### src/hdl/mugg_pkg.sv
// Package with the constants and types of the mesh UV grid generator.
`default_nettype none
package mugg_pkg;

    localparam int FRAC_SHIFT  = 8;
    localparam int MAX_GRID    = 7;
    localparam int COORD_BITS  = 12;
    localparam int GRID_W      = 3;
    localparam int OUT_W       = 20;
    localparam int SUM_W       = 24;

    localparam int DIV_BITS_PER_CYCLE = 2;
    localparam int DIV_CYCLES  = SUM_W / DIV_BITS_PER_CYCLE;
    localparam int DIV_CNT_W   = $clog2(DIV_CYCLES);

    localparam int QUEUE_DEPTH = 2;
    localparam int QPTR_W      = $clog2(QUEUE_DEPTH);
    localparam int QCNT_W      = $clog2(QUEUE_DEPTH + 1);

    localparam int IN_TDATA_W  = 80;
    localparam int OUT_TDATA_W = 40;

    typedef logic [COORD_BITS-1:0] t_pix;
    typedef logic [GRID_W-1:0]     t_grid;
    typedef logic [OUT_W-1:0]      t_coord;
    typedef logic [SUM_W-1:0]      t_sum;

    typedef struct packed {
        logic   err;
        t_coord left_edge;
        t_coord top_edge;
        t_coord right_edge;
        t_coord bottom_edge;
        t_grid  cols;
        t_grid  rows;
    } t_job;

    typedef struct packed {
        t_sum  dividend;
        t_grid divisor;
    } t_div_req;

endpackage
`default_nettype wire

### src/hdl/mugg_front.sv
// Front end: accepts grid requests, checks the crop and forms the edge descriptor.
`default_nettype none
module mugg_front (
    input  wire logic                             i_s_tvalid,
    output logic                                  o_s_tready,
    input  wire logic [mugg_pkg::IN_TDATA_W-1:0]  i_s_tdata,
    input  wire logic                             i_full,
    output logic                                  o_push,
    output mugg_pkg::t_job                        o_job
);

    mugg_pkg::t_pix  iw, ih, cx, cy, cw, ch;
    mugg_pkg::t_grid gc, gr, cols, rows;
    logic [mugg_pkg::COORD_BITS:0] sum_x, sum_y;
    mugg_pkg::t_pix  ew, eh, rx, by;
    logic err_x, err_y;

    always_comb begin
        iw = i_s_tdata[11:0];
        ih = i_s_tdata[23:12];
        cx = i_s_tdata[35:24];
        cy = i_s_tdata[47:36];
        cw = i_s_tdata[59:48];
        ch = i_s_tdata[71:60];
        gc = i_s_tdata[74:72];
        gr = i_s_tdata[77:75];

        sum_x = {1'b0, cx} + {1'b0, cw};
        sum_y = {1'b0, cy} + {1'b0, ch};
        err_x = (cw != '0) ? (sum_x > {1'b0, iw}) : (cx >= iw);
        err_y = (ch != '0) ? (sum_y > {1'b0, ih}) : (cy >= ih);
        ew = (cw != '0) ? cw : mugg_pkg::t_pix'(iw - cx);
        eh = (ch != '0) ? ch : mugg_pkg::t_pix'(ih - cy);
        rx = mugg_pkg::t_pix'(cx + ew - mugg_pkg::t_pix'(1));
        by = mugg_pkg::t_pix'(cy + eh - mugg_pkg::t_pix'(1));

        cols = (gc == '0) ? mugg_pkg::t_grid'(1) : gc;
        rows = (gr == '0) ? mugg_pkg::t_grid'(1) : gr;
        if (cols > mugg_pkg::t_grid'(mugg_pkg::MAX_GRID)) begin
            cols = mugg_pkg::t_grid'(mugg_pkg::MAX_GRID);
        end
        if (rows > mugg_pkg::t_grid'(mugg_pkg::MAX_GRID)) begin
            rows = mugg_pkg::t_grid'(mugg_pkg::MAX_GRID);
        end

        o_job = '0;
        if (err_x || err_y) begin
            o_job.err = 1'b1;
        end else begin
            o_job.left_edge   = mugg_pkg::t_coord'(cx) << mugg_pkg::FRAC_SHIFT;
            o_job.top_edge    = mugg_pkg::t_coord'(cy) << mugg_pkg::FRAC_SHIFT;
            o_job.right_edge  = mugg_pkg::t_coord'(rx) << mugg_pkg::FRAC_SHIFT;
            o_job.bottom_edge = mugg_pkg::t_coord'(by) << mugg_pkg::FRAC_SHIFT;
            o_job.cols        = cols;
            o_job.rows        = rows;
        end
    end

    assign o_s_tready = !i_full;
    assign o_push     = i_s_tvalid && !i_full;

endmodule
`default_nettype wire

### src/hdl/mugg_queue.sv
// Short job queue between the front end and the point generator.
`default_nettype none
module mugg_queue (
    input  wire logic           i_clk,
    input  wire logic           i_rst_n,
    input  wire logic           i_push,
    input  wire mugg_pkg::t_job i_job,
    output logic                o_full,
    input  wire logic           i_pop,
    output mugg_pkg::t_job      o_job,
    output logic                o_empty
);

    mugg_pkg::t_job r_mem [mugg_pkg::QUEUE_DEPTH];
    logic [mugg_pkg::QPTR_W-1:0] r_wr_ptr, r_rd_ptr;
    logic [mugg_pkg::QCNT_W-1:0] r_count;

    assign o_full  = (r_count == mugg_pkg::QCNT_W'(mugg_pkg::QUEUE_DEPTH));
    assign o_empty = (r_count == '0);
    assign o_job   = r_mem[r_rd_ptr];

    always_ff @(posedge i_clk) begin
        if (i_push) begin
            r_mem[r_wr_ptr] <= i_job;
        end
    end

    always_ff @(posedge i_clk) begin
        if (!i_rst_n) begin
            r_wr_ptr <= '0;
            r_rd_ptr <= '0;
            r_count  <= '0;
        end else begin
            if (i_push) begin
                r_wr_ptr <= r_wr_ptr + 1'b1;
            end
            if (i_pop) begin
                r_rd_ptr <= r_rd_ptr + 1'b1;
            end
            if (i_push && !i_pop) begin
                r_count <= r_count + 1'b1;
            end else if (i_pop && !i_push) begin
                r_count <= r_count - 1'b1;
            end
        end
    end

endmodule
`default_nettype wire

### src/hdl/mugg_div.sv
// Iterative restoring divider, two quotient bits per cycle, small divisor.
`default_nettype none
module mugg_div (
    input  wire logic               i_clk,
    input  wire logic               i_rst_n,
    input  wire logic               i_start,
    input  wire mugg_pkg::t_div_req i_req,
    output logic                    o_done,
    output mugg_pkg::t_sum          o_quotient
);

    mugg_pkg::t_sum  r_quo, n_quo;
    mugg_pkg::t_grid r_rem, n_rem;
    mugg_pkg::t_grid r_div;
    logic [mugg_pkg::DIV_CNT_W-1:0] r_cnt;
    logic r_run, r_done;
    logic [mugg_pkg::GRID_W:0] trial;

    always_comb begin
        n_quo = r_quo;
        n_rem = r_rem;
        trial = '0;
        for (int k = 0; k < mugg_pkg::DIV_BITS_PER_CYCLE; k++) begin
            trial = {n_rem, n_quo[mugg_pkg::SUM_W-1]};
            n_quo = {n_quo[mugg_pkg::SUM_W-2:0], 1'b0};
            if (trial >= {1'b0, r_div}) begin
                n_rem    = mugg_pkg::t_grid'(trial - {1'b0, r_div});
                n_quo[0] = 1'b1;
            end else begin
                n_rem = trial[mugg_pkg::GRID_W-1:0];
            end
        end
    end

    always_ff @(posedge i_clk) begin
        if (i_start) begin
            r_quo <= i_req.dividend;
            r_rem <= '0;
            r_div <= i_req.divisor;
        end else if (r_run) begin
            r_quo <= n_quo;
            r_rem <= n_rem;
        end
    end

    always_ff @(posedge i_clk) begin
        if (!i_rst_n) begin
            r_run  <= 1'b0;
            r_done <= 1'b0;
            r_cnt  <= '0;
        end else begin
            r_done <= 1'b0;
            if (i_start) begin
                r_run <= 1'b1;
                r_cnt <= '0;
            end else if (r_run) begin
                if (r_cnt == mugg_pkg::DIV_CNT_W'(mugg_pkg::DIV_CYCLES - 1)) begin
                    r_run  <= 1'b0;
                    r_done <= 1'b1;
                end else begin
                    r_cnt <= r_cnt + 1'b1;
                end
            end
        end
    end

    assign o_done     = r_done;
    assign o_quotient = r_quo;

endmodule
`default_nettype wire

### src/hdl/mugg_back.sv
// Back end: walks the grid, interpolates each point and holds it in the output register.
`default_nettype none
module mugg_back (
    input  wire logic                              i_clk,
    input  wire logic                              i_rst_n,
    input  wire logic                              i_empty,
    input  wire mugg_pkg::t_job                    i_job,
    output logic                                   o_pop,
    output logic                                   o_div_start,
    output mugg_pkg::t_div_req                     o_div_req,
    input  wire logic                              i_div_done,
    input  wire mugg_pkg::t_sum                    i_div_quotient,
    output logic                                   o_m_tvalid,
    input  wire logic                              i_m_tready,
    output logic [mugg_pkg::OUT_TDATA_W-1:0]       o_m_tdata,
    output logic                                   o_m_tlast,
    output logic                                   o_m_tuser
);

    localparam logic [2:0] S_IDLE   = 3'd0;
    localparam logic [2:0] S_STARTY = 3'd1;
    localparam logic [2:0] S_WAITY  = 3'd2;
    localparam logic [2:0] S_STARTX = 3'd3;
    localparam logic [2:0] S_WAITX  = 3'd4;
    localparam logic [2:0] S_OUT    = 3'd5;

    logic [2:0] r_state;
    mugg_pkg::t_job   r_job;
    mugg_pkg::t_grid  r_row, r_col;
    mugg_pkg::t_coord r_y, r_x_out, r_y_out;
    logic r_last, r_err;
    logic y_sel;
    mugg_pkg::t_coord a_edge, b_edge;
    mugg_pkg::t_grid  pos, cnt;

    always_comb begin
        y_sel  = (r_state == S_STARTY);
        a_edge = y_sel ? r_job.top_edge : r_job.left_edge;
        b_edge = y_sel ? r_job.bottom_edge : r_job.right_edge;
        pos    = y_sel ? r_row : r_col;
        cnt    = y_sel ? r_job.rows : r_job.cols;
        o_div_req.dividend = mugg_pkg::t_sum'(a_edge) * mugg_pkg::t_sum'(cnt - pos)
                           + mugg_pkg::t_sum'(b_edge) * mugg_pkg::t_sum'(pos);
        o_div_req.divisor  = cnt;
    end

    assign o_div_start = (r_state == S_STARTY) || (r_state == S_STARTX);
    assign o_pop       = (r_state == S_IDLE) && !i_empty;
    assign o_m_tvalid  = (r_state == S_OUT);
    assign o_m_tdata   = {r_y_out, r_x_out};
    assign o_m_tlast   = r_last;
    assign o_m_tuser   = r_err;

    always_ff @(posedge i_clk) begin
        if (!i_rst_n) begin
            r_state <= S_IDLE;
        end else begin
            unique case (r_state)
                S_IDLE: begin
                    if (!i_empty) begin
                        r_job <= i_job;
                        r_row <= '0;
                        r_col <= '0;
                        if (i_job.err) begin
                            r_x_out <= '0;
                            r_y_out <= '0;
                            r_last  <= 1'b1;
                            r_err   <= 1'b1;
                            r_state <= S_OUT;
                        end else begin
                            r_state <= S_STARTY;
                        end
                    end
                end
                S_STARTY: r_state <= S_WAITY;
                S_WAITY: begin
                    if (i_div_done) begin
                        r_y     <= mugg_pkg::t_coord'(i_div_quotient);
                        r_state <= S_STARTX;
                    end
                end
                S_STARTX: r_state <= S_WAITX;
                S_WAITX: begin
                    if (i_div_done) begin
                        r_x_out <= mugg_pkg::t_coord'(i_div_quotient);
                        r_y_out <= r_y;
                        r_last  <= (r_row == r_job.rows) && (r_col == r_job.cols);
                        r_err   <= 1'b0;
                        r_state <= S_OUT;
                    end
                end
                S_OUT: begin
                    if (i_m_tready) begin
                        if (r_last) begin
                            r_state <= S_IDLE;
                        end else if (r_col == r_job.cols) begin
                            r_col   <= '0;
                            r_row   <= r_row + 1'b1;
                            r_state <= S_STARTY;
                        end else begin
                            r_col   <= r_col + 1'b1;
                            r_state <= S_STARTX;
                        end
                    end
                end
                default: r_state <= S_IDLE;
            endcase
        end
    end

endmodule
`default_nettype wire

### src/hdl/mesh_uv_grid_generator_core.sv
// Top level of the mesh UV grid generator: front end, job queue, divider and point walker.
// Order: a crop error result goes from the queue straight to the output register; the first
// point of a grid follows its y and x divisions, which run back to back on one divider.
// Each point waits for its x division, and each new grid row also for its y division; a grid
// gives (cols+1)*(rows+1) points, and the queue holds two jobs while the walker is busy.
// Reset: synchronous, active low; it empties the queue and idles the walker and divider.
`default_nettype none
module mesh_uv_grid_generator_core (
    input  wire logic                              i_clk,
    input  wire logic                              i_rst_n,
    input  wire logic                              i_s_tvalid,
    output logic                                   o_s_tready,
    // img_width[11:0], img_height[23:12], crop_x[35:24], crop_y[47:36],
    // crop_w[59:48], crop_h[71:60], grid_cols[74:72], grid_rows[77:75], zero[79:78]
    input  wire logic [mugg_pkg::IN_TDATA_W-1:0]   i_s_tdata,
    output logic                                   o_m_tvalid,
    input  wire logic                              i_m_tready,
    // x_q8[19:0], y_q8[39:20]
    output logic [mugg_pkg::OUT_TDATA_W-1:0]       o_m_tdata,
    output logic                                   o_m_tlast,
    // crop_error[0]
    output logic                                   o_m_tuser
);

    logic full, empty, push, pop, div_start, div_done;
    mugg_pkg::t_job     front_job, queue_job;
    mugg_pkg::t_div_req div_req;
    mugg_pkg::t_sum     div_quotient;

    mugg_front u_front (
        .i_s_tvalid (i_s_tvalid),
        .o_s_tready (o_s_tready),
        .i_s_tdata  (i_s_tdata),
        .i_full     (full),
        .o_push     (push),
        .o_job      (front_job)
    );

    mugg_queue u_queue (
        .i_clk   (i_clk),
        .i_rst_n (i_rst_n),
        .i_push  (push),
        .i_job   (front_job),
        .o_full  (full),
        .i_pop   (pop),
        .o_job   (queue_job),
        .o_empty (empty)
    );

    mugg_div u_div (
        .i_clk      (i_clk),
        .i_rst_n    (i_rst_n),
        .i_start    (div_start),
        .i_req      (div_req),
        .o_done     (div_done),
        .o_quotient (div_quotient)
    );

    mugg_back u_back (
        .i_clk          (i_clk),
        .i_rst_n        (i_rst_n),
        .i_empty        (empty),
        .i_job          (queue_job),
        .o_pop          (pop),
        .o_div_start    (div_start),
        .o_div_req      (div_req),
        .i_div_done     (div_done),
        .i_div_quotient (div_quotient),
        .o_m_tvalid     (o_m_tvalid),
        .i_m_tready     (i_m_tready),
        .o_m_tdata      (o_m_tdata),
        .o_m_tlast      (o_m_tlast),
        .o_m_tuser      (o_m_tuser)
    );

endmodule
`default_nettype wire

### config.mk
export PLATFORM = sky130hd
export DESIGN_NAME = mesh_uv_grid_generator_core
export DESIGN_NICKNAME = d
export VERILOG_FILES = /design/src/hdl/mugg_pkg.sv /design/src/hdl/mugg_front.sv /design/src/hdl/mugg_queue.sv /design/src/hdl/mugg_div.sv /design/src/hdl/mugg_back.sv /design/src/hdl/mesh_uv_grid_generator_core.sv
export SDC_FILE = /design/constraint.sdc
export NUM_CORES = 1
export LEC_CHECK = 0
export BUFFER_PORTS_ARGS = -buffer_cell sky130_fd_sc_hd__buf_2
export CAP_MARGIN = 20
export CORE_MARGIN = 3
export CORE_UTILIZATION = 43
export DETAILED_ROUTE_END_ITERATION = 7
export MAX_ROUTING_LAYER = met4
export PLACE_DENSITY = 0.7
export SLEW_MARGIN = 5
export SYNTH_ARGS = -nofsm -noshare
export SYNTH_HDL_FRONTEND = slang
export SYNTH_SLANG_ARGS = --single-unit
### constraint.sdc
create_clock -name i_clk -period 13.75 [get_ports i_clk]
set_input_delay 1.375 -clock i_clk [delete_from_list [all_inputs] [get_ports i_clk]]
set_output_delay 1.375 -clock i_clk [all_outputs]
set_load 0.02 [all_outputs]
Word level (Yosys, flattened, before mapping):

Memory sizes are Yosys's and may differ from the RTL's. A register that Yosys moved wholly into a read port is not among the register bits.
Cells that the tools add are included.

* register bits after elaboration: 197
* memory bits (writable): 174
* input bits: 84
* output and inout port bits: 44
* logic and storage cells: 162
* memories: 1

Memory list
* u_queue.r_mem: words 2, bits a word 87, read ports 1, clocked after Yosys merged registers in 1, write ports 1, RTL line mugg_queue.sv:14 `mugg_pkg::t_job r_mem [mugg_pkg::QUEUE_DEPTH];`

* add/sub/neg operators: 19
* $mul: 2
* $lt $le $gt $ge: 8
* equality and inequality tests: 16
* muxes and demuxes: 59
* bitwise operators: 4
* reduce and logical (&&, ||, !) cells: 30

Operator list (count)
* 2-to-1 mux 20 bit: 6
* 2-to-1 mux 86 bit: 1
* one-hot mux 20 bit (2 select lines): 2
* 2-to-1 mux 3 bit: 21
* 2-to-1 mux 24 bit: 2
* adder 12 x 12 -> 13 bit: 2
* greater-than comparator 13 x 12 -> 1 bit: 2
* adder 12 bit: 2
* adder 24 x 23 -> 24 bit: 1
* greater-or-equal comparator 12 bit: 2
* multiplier 20 x 24 -> 24 bit: 1
* 2-to-1 mux 12 bit: 2
* nonzero test 12 bit: 2
* subtractor 12 x 1 -> 12 bit, second input constant: 2
* subtractor 12 bit: 2
* multiplier 20 x 3 -> 23 bit: 1
* one-hot mux 3 bit (6 select lines): 1
* 2-to-1 mux 1 bit: 17
* one-hot mux 3 bit (2 select lines): 2
* AND reduction 5 bit: 2
* zero test 3 bit: 3
* greater-or-equal comparator 4 x 3 -> 1 bit: 2
* inequality test 2 bit, second input constant: 4
* nonzero test 2 bit: 4
* other kinds (28): 52

Logic depth before layout (Yosys ltp):

Gate-level depths: netlist of run 1.

* word-level depth: 7
* mapped depth: 33
* mapped depth without buffers: 30

Cells and area by module:

From an unflattened synthesis of run 1, not the netlist that was laid out.

* cells, all modules: 1978
* area total of the unflattened synthesis: 23821.6 um^2

By module, submodules not included
* mugg_back: times used 1, cells each 844, area each 10333.7 um^2
* mugg_queue: times used 1, cells each 293, area each 6615.1 um^2
* mugg_front: times used 1, cells each 715, area each 5127.4 um^2
* mugg_div: times used 1, cells each 126, area each 1745.4 um^2

Worst setup path after synthesis of run 1:

OpenSTA, ideal clock, no wires.

* path type: reg2reg
* start point: register u_back.r_state[2]
* end point: register u_div.r_quo[23], in the netlist u_div.o_quotient[23] (data pin)
* arrival time: 8.308 ns
* required time: 13.484 ns
* slack: 5.176 ns
* stages on the path, launching flop included: 31
* buffers on the path: 5
* path through: dfxtp_1 -> clkbuf_1 -> nand2b_1 -> nor2_1 -> buf_4 -> buf_4 -> mux2i_1 -> inv_1 -> ha_1 -> nor2b_1 -> o21ai_0 -> nand2b_1 -> clkbuf_1 -> or2_2 -> fa_1 -> fa_1 -> clkbuf_1 -> inv_1 -> fa_1 -> fa_1 -> fa_1 -> fa_1 -> ha_1 -> ha_1 -> or2_2 -> or3_1 -> a311oi_1 -> o21bai_1 -> a21oi_1 -> xnor2_1 -> o21ai_0

RTL lines
* start: declaration: RTL line mugg_back.sv:27 `logic [2:0] r_state;`
* start signal: assignment: RTL line mugg_back.sv:56 `r_state <= S_IDLE;`
* start signal: assignment: RTL line mugg_back.sv:69 `r_state <= S_OUT;`
* start signal: assignment: RTL line mugg_back.sv:71 `r_state <= S_STARTY;`
* end signal: assignment: RTL line mugg_div.sv:37 `r_quo <= i_req.dividend;`
* end signal: assignment: RTL line mugg_div.sv:41 `r_quo <= n_quo;`
* end: declaration: RTL line mugg_div.sv:12 `mugg_pkg::t_sum r_quo, n_quo;`

==> qor.yml, run 1 <==
outcome:
  status: "completed"
sta:
  setup-tns-final_ns: 0
  setup_viol: 0
  relSlewSlack: 0.342
  fin_skew_ns: 0.0247
  finalHoldViolCount: 0
  tightest_slew_ns: 0.984
  rsz0062_at_grt: "false"
  fmax_ghz: 0.109
  fin_crit_sh: 0.664
  layout_min_cycle_time_ns: 9.14
  drv_slew: 0
global_routing:
  antenna_found_initial: 0
  grt_overflow_total: 0
  grt_pass1_vias: 12340
  grt_use_total: 0.166
  grt_pass1_wl_um: 61800
  grt_max_degree: 57
yosys:
  synth.distinct_cells: 58
  synthArstFlopShare: 0
  netlist_area_um2: 18800
  synth-edff-count: 259
  ys_warn_count: 0
  yosysTopAreaCellShare: 0.414
  ys_seq_elements: 276
  syn_nets: 2011
  synth_ff_type: "edfxtp_1"
  syn_area_per_cell_um2: 11.5
  yosysSeqAreaShare: 0.432
  synthCells: 1634
  yosys.area.top_type: "edfxtp_1"
  synth.top_cells.by_area: "edfxtp_1 41%, ha_1 13%, fa_1 9.9%"
run:
  drv_cap: 0
setup_path:
  cp.required_ns: 14.04
  crit_path_max_incr_delay_ns: 0.80
  cp_common_cell: "fa_1"
  r2r_start: "u_back.r_state[0]"
  arrival_ns: 9.43
  critPathLaunch: "u_back.r_state[0]"
  path_class: "reg -> reg"
  end_kind: "flip-flop"
  critPathLaunchType: "flip-flop"
  path_max_fanout: 38
  cp_slowest_cell: "fa_1"
min_path:
  hold_class: "reg -> reg"
  hp-start: "u_div.o_quotient[11]"
detailed_routing:
  antenna_left: 0
  firstDrtPassIters: 5
  wirelength_um: 37700
  drc_errors: 0
  via_count: 12025
  vias_per_cell: 5.10
  wl_per_cell_um: 16.0
  drt_iter0_drc: 650
finish:
  multi_input_area_um2: 9720
  post_route_cells_drive_above_1_share: 0.161
  final_common_cell: "edfxtp_1"
  synthToLayoutAreaGrowth_pct: 11.5
  diodes: 0
  final_cell_mix: "259 x edfxtp_1, 208 x inv_1, 200 x ha_1"
  ff_latch_area_um2: 8120
  final_nets: 2136
  fill_cells: 3855
floorplanning:
  initial_core_util: 0.441
  die_h_um: 215
  boundaryPins: 128
  core_area_um2: 42600
  num_rows: 75
  die_w_um: 215
  die_area_um2: 46300
clocking:
  clock_latency_ns: 0.55
  cts.sinks: 276
  htree_levels: 1
  cts_inserted_buffers: 28
  cts.path.max_buffers: 3
  holdBufCountCts: 0
  ctsResizeCount: 0
  postCtsSetupBuffers: 0
  ctsRootBufferMaster: "clkbuf_16"
  clk_pin_slew_worst_paths_ns: 0.06
  cts_tree: "done"
place:
  dpl.hpwl_um: 29500
  place_congestion: 0.866
  io_buffers: 125
worst max-delay path: cells and delay by family (launching register included):
family | cells | cell delay, ns
buffers and inverters | 5 | 1.12
XOR/XNOR | 1 | 0.13
adder cells (fa/ha/maj) | 9 | 4.17
multiplexers | 1 | 0.38
AND/OR/NAND/NOR | 7 | 1.75
AO/OA/AOI/OAI | 5 | 0.88
flip-flops | 1 | 0.44
flip-flops by register name, summed over array words and instances, names as in the netlist, named ones only:
| name | count |
|---|---|
| u_queue.r_rd_ptr | 1 |
| u_queue.r_mem | 110 |
| u_back.r_row | 3 |
| u_back.r_col | 3 |
| u_div.o_quotient | 24 |
| u_back.r_y | 20 |
| u_back.r_x_out | 20 |
| u_back.o_m_tlast | 1 |
| u_div.o_done | 1 |
| u_div.r_div | 3 |
| u_div.r_rem | 3 |
| u_back.r_job | 54 |
| u_back.r_state | 3 |
| u_queue.r_wr_ptr | 1 |
| u_back.o_m_tuser | 1 |
| u_back.r_y_out | 20 |
| u_queue.r_count | 2 |
| u_div.r_run | 1 |
| u_div.r_cnt | 4 |
synth_stat cells, types with 4 or more instances:
library cell	count
o31ai_1	5
buf_4	4
o21a_1	15
a31oi_1	8
or2_2	26
ha_1	200
inv_1	208
nor2_1	97
nand2_1	71
nor3_1	16
buf_6	5
nand3_1	23
or3_1	11
mux2_2	59
nor2b_1	16
a211oi_1	5
a21oi_1	71
clkbuf_1	33
xor2_1	32
o211ai_1	4
o21bai_1	6
edfxtp_1	259
o21ai_1	4
and3_1	54
nand2b_1	14
xnor2_1	63
dfxtp_1	17
a21o_1	20
and2_1	62
nor4_1	6
o21ai_0	48
fa_1	93
mux2i_1	32
through the flow:
stage	instance area, um^2	setup slack, ns	std cells	util	hold slack [ns]
after floorplan	18800	5.18	1634	-	0.433
after global placement	20100	4.66	2306	0.471	0.453
after detailed placement	20100	4.51	2306	0.471	0.461
after CTS	21000	4.48	2357	0.492	0.479
after global routing	21000	3.91	2357	0.492	0.490
final	21000	4.61	2357	0.492	0.474
logic make-up (layout without fill, tap and decap cells):
| family | count (synthesis) | after routing | synth area share |
|---|---|---|---|
| simple gates | 410 | 410 | 0.112 |
| mux | 91 | 91 | 0.0524 |
| compound gates | 219 | 219 | 0.0744 |
| fa+ha+maj | 293 | 293 | 0.232 |
| flops | 276 | 276 | 0.432 |
| xor+xnor | 95 | 95 | 0.0443 |
| buf+inv | 250 | 396 | 0.0527 |
layout make-up:
class | instances | area share
well taps | 577 | 0.0344
flip-flops and latches | 276 | 0.387
multi-input cells | 1108 | 0.463
inverters | 208 | 0.0372
repair buffers | 137 | 0.0341
clock inverters | 18 | 0.00805
clock buffers | 33 | 0.0357
layer usage:
layer  routed length [um]  share of wire  GRT usage
met4                  657          0.017     0.0339
met1                17300           0.46      0.217
met3                 1320          0.035     0.0192
met5                    0              0          -
met2                18400           0.49      0.284
final timing paths:
kind	cells past startpoint	slack, ns	to
worst min-delay path	0	0.47	u_back.r_y[11]
worst max register to register	28	4.61	u_div.o_quotient[23]
worst max-delay path	28	4.61	u_div.o_quotient[23]
worst min register to register	0	0.47	u_back.r_y[11]
Power of run 1 is not shown: default switching activity piles up to over one toggle a cycle in this logic, so the estimate is an artifact.
==> run 2, diff against run 1 <==
- ABC_AREA: unset -> 1
- clock period: 13.75 -> 9.3 ns (I/O delays scaled with it)
==> qor.yml, run 2 <==
floorplanning:
  die_h_um: 218  # was 215 um
  core_area_um2: 43600  # was 42600 um^2
  initial_core_util: 0.442  # was 0.441
  boundaryPins: 128  # unchanged
  num_rows: 76  # was 75
  die_area_um2: 47400  # was 46300 um^2
  die_w_um: 218  # was 215 um
finish:
  fin_cells: 2686  # was 2357
  post-route-util: 0.491  # was 0.492
  diodes: 0  # unchanged
  largest_register_ffs: 110  # unchanged
  final_nets: 2456  # was 2136
  final_cell_mix: "371 x inv_1, 259 x edfxtp_1, 234 x nand2_1"  # was 259 x edfxtp_1, 208 x inv_1, 200 x ha_1
  post_route_cells_drive_above_1_share: 0.146  # was 0.161
  final_common_cell: "inv_1"  # was edfxtp_1
  design_area_um2: 21400  # was 21000 um^2
  synthToLayoutAreaGrowth_pct: 11.2  # was 11.5%
  top_register: "u_queue.r_mem"  # unchanged
yosys:
  synth_ff_type: "edfxtp_1"  # unchanged
  synthMuxAreaShare: 0.0368  # was 0.0524
  synth_top_family_by_area: "adder cells"  # unchanged
  synthAdderAreaFrac: 0.226  # was 0.232
  yosysSeqAreaShare: 0.421  # was 0.432
  synth_simple_gate_area_frac: 0.131  # was 0.112
  ys_seq_elements: 276  # unchanged
  ys_top_cells_by_count: "371 x inv_1, 259 x edfxtp_1, 234 x nand2_1"  # was 259 x edfxtp_1, 208 x inv_1, 200 x ha_1
  synthCells: 1943  # was 1634
  yosys.area.top_type: "edfxtp_1"  # unchanged
  synth-xor-area-share: 0.0350  # was 0.0443
  synth.distinct_cells: 50  # was 58
  syn_area_per_cell_um2: 9.92  # was 11.5 um^2
  synth_compound_area_frac: 0.0667  # was 0.0744
  synthArstFlopShare: 0  # unchanged
  ys_warn_count: 0  # unchanged
  synth-edff-count: 259  # unchanged
  yosysMostFrequentCell: "inv_1"  # was edfxtp_1
  netlist_area_um2: 19300  # was 18800 um^2
  syn_nets: 2320  # was 2011
  synth.top_cells.by_area: "edfxtp_1 40%, ha_1 13%, fa_1 9.7%"  # was edfxtp_1 41%, ha_1 13%, fa_1 9.9%
  yosysTopAreaCellShare: 0.404  # was 0.414
clocking:
  holdBufCountCts: 0  # unchanged
  clk_pin_slew_worst_paths_ns: 0.06  # about the same
  ctsResizeCount: 0  # unchanged
  ctsRootBufferMaster: "clkbuf_16"  # unchanged
  cts_tree: "done"  # unchanged
  cts_inserted_buffers: 28  # unchanged
  cts.sinks: 276  # unchanged
  cts.path.max_buffers: 3  # unchanged
  postCtsSetupBuffers: 0  # unchanged
  clock_latency_ns: 0.55  # about the same
  htree_levels: 1  # unchanged
sta:
  tightest_slew_ns: 0.996  # was 0.984 ns
  drv_slew: 0  # unchanged
  layout_min_cycle_time_ns: 8.59  # was 9.14 ns
  rsz0062_at_grt: "false"  # unchanged
  fin_crit_sh: 0.924  # was 0.664
  relSlewSlack: 0.335  # was 0.342
  finalHoldViolCount: 0  # unchanged
  fin_skew_ns: 0.0136  # was 0.0247 ns
  fmax_ghz: 0.116  # was 0.109 GHz
  setup-tns-final_ns: 0  # unchanged
  setup_viol: 0  # unchanged
detailed_routing:
  wirelength_um: 39700  # was 37700 um
  drc_errors: 0  # unchanged
  firstDrtPassIters: 5  # unchanged
  vias_per_cell: 4.91  # was 5.10
  via_count: 13176  # was 12025
  wl_per_cell_um: 14.8  # was 16.0 um
  drt_iter0_drc: 691  # was 650
  antenna_left: 0  # unchanged
global_routing:
  use_met1: 0.211  # was 0.217
  grt_pass1_vias: 13437  # was 12340
  grt_util_met2: 0.309  # was 0.284
  grt_overflow_total: 0  # unchanged
  grt_use_met3: 0.0195  # was 0.0192
  grt_max_degree: 57  # unchanged
  antenna_found_initial: 0  # unchanged
  top_usage_layer: "met2"  # unchanged
  grt_pass1_wl_um: 65000  # was 61800 um
  grt_use_total: 0.172  # was 0.166
place:
  place_congestion: 0.958  # was 0.866
  dpl.hpwl_um: 31600  # was 29500 um
  post-place-cells: 2634  # was 2306
  place_area_um2: 20600  # was 20100 um^2
  io_buffers: 125  # unchanged
min_path:
  hold_class: "reg -> reg"  # unchanged
setup_path:
  cp.required_ns: 9.60  # was 14.04 ns
  path_max_fanout: 17  # was 38
  end_kind: "flip-flop"  # unchanged
  path_class: "reg -> reg"  # unchanged
  critPathTopFamily: "adder cells"  # unchanged
  crit_path_max_incr_delay_ns: 0.59  # was 0.80 ns
  arrival_ns: 8.89  # was 9.43 ns
  cp_slowest_cell: "fa_1"  # unchanged
  critPathLaunchType: "flip-flop"  # unchanged
  path_buf_inv: 11  # was 5
run:
  drv_cap: 0  # unchanged
outcome:
  status: "completed"  # unchanged
-- run 2: worst register-to-register path: cells and delay by family, from the launching register on --
| kind | cells | cell delay [ns] |
|---|---|---|
| buf+inv | 11 | 1.60 |
| compound gates | 4 | 0.97 |
| flops | 1 | 0.38 |
| fa+ha+maj | 9 | 4.17 |
| simple gates | 10 | 1.24 |
-- run 2: cells by family (layout without fill, tap and decap cells) --
family,count (synthesis),after routing
compound gates,232,232
xor+xnor,77,77
fa+ha+maj,293,293
buf+inv,408,566
flops,276,276
mux,64,64
simple gates,593,593
-- run 2: metrics by stage --
| step | hold slack [ns] | setup slack, ns |
|---|---|---|
| final | 0.445 | 0.709 |
| after global routing | 0.456 | 0.171 |
| after CTS | 0.446 | 0.476 |
| after detailed placement | 0.432 | 0.484 |
| after global placement | 0.431 | 0.692 |
| after floorplan | 0.426 | 1.38 |
-- run 2: layer usage --
| layer | up-vias | routed length (um) | part of all wire |
|---|---|---|---|
| met5 | - | 0 | 0 |
| met4 | 0 | 737 | 0.019 |
| met2 | 256 | 20200 | 0.51 |
| li1 | 6666 | - | - |
| met3 | 57 | 1410 | 0.035 |
| met1 | 6197 | 17400 | 0.44 |
-- run 2: final timing paths --
check	slack, ns	from	depth (start not counted)	to
setup reg to reg	0.71	u_back.r_state[0]	34	u_div.o_quotient[23]
hold reg to reg	0.44	u_div.o_quotient[5]	0	u_back.r_y[5]
setup / recovery	0.71	u_back.r_state[0]	34	u_div.o_quotient[23]
hold / removal	0.44	u_div.o_quotient[5]	0	u_back.r_y[5]
-- run 2: final cells by class --
class / instances / area [um^2]
fill: 3947 / 22200
timing repair buffer: 136 / 708
sequential: 276 / 8120
clock inverter: 19 / 129
tap: 585 / 732
clock buffer: 33 / 741
inverter: 378 / 1420
multi-input combinational: 1259 / 9590
Power of run 2 is left out for the same reason.
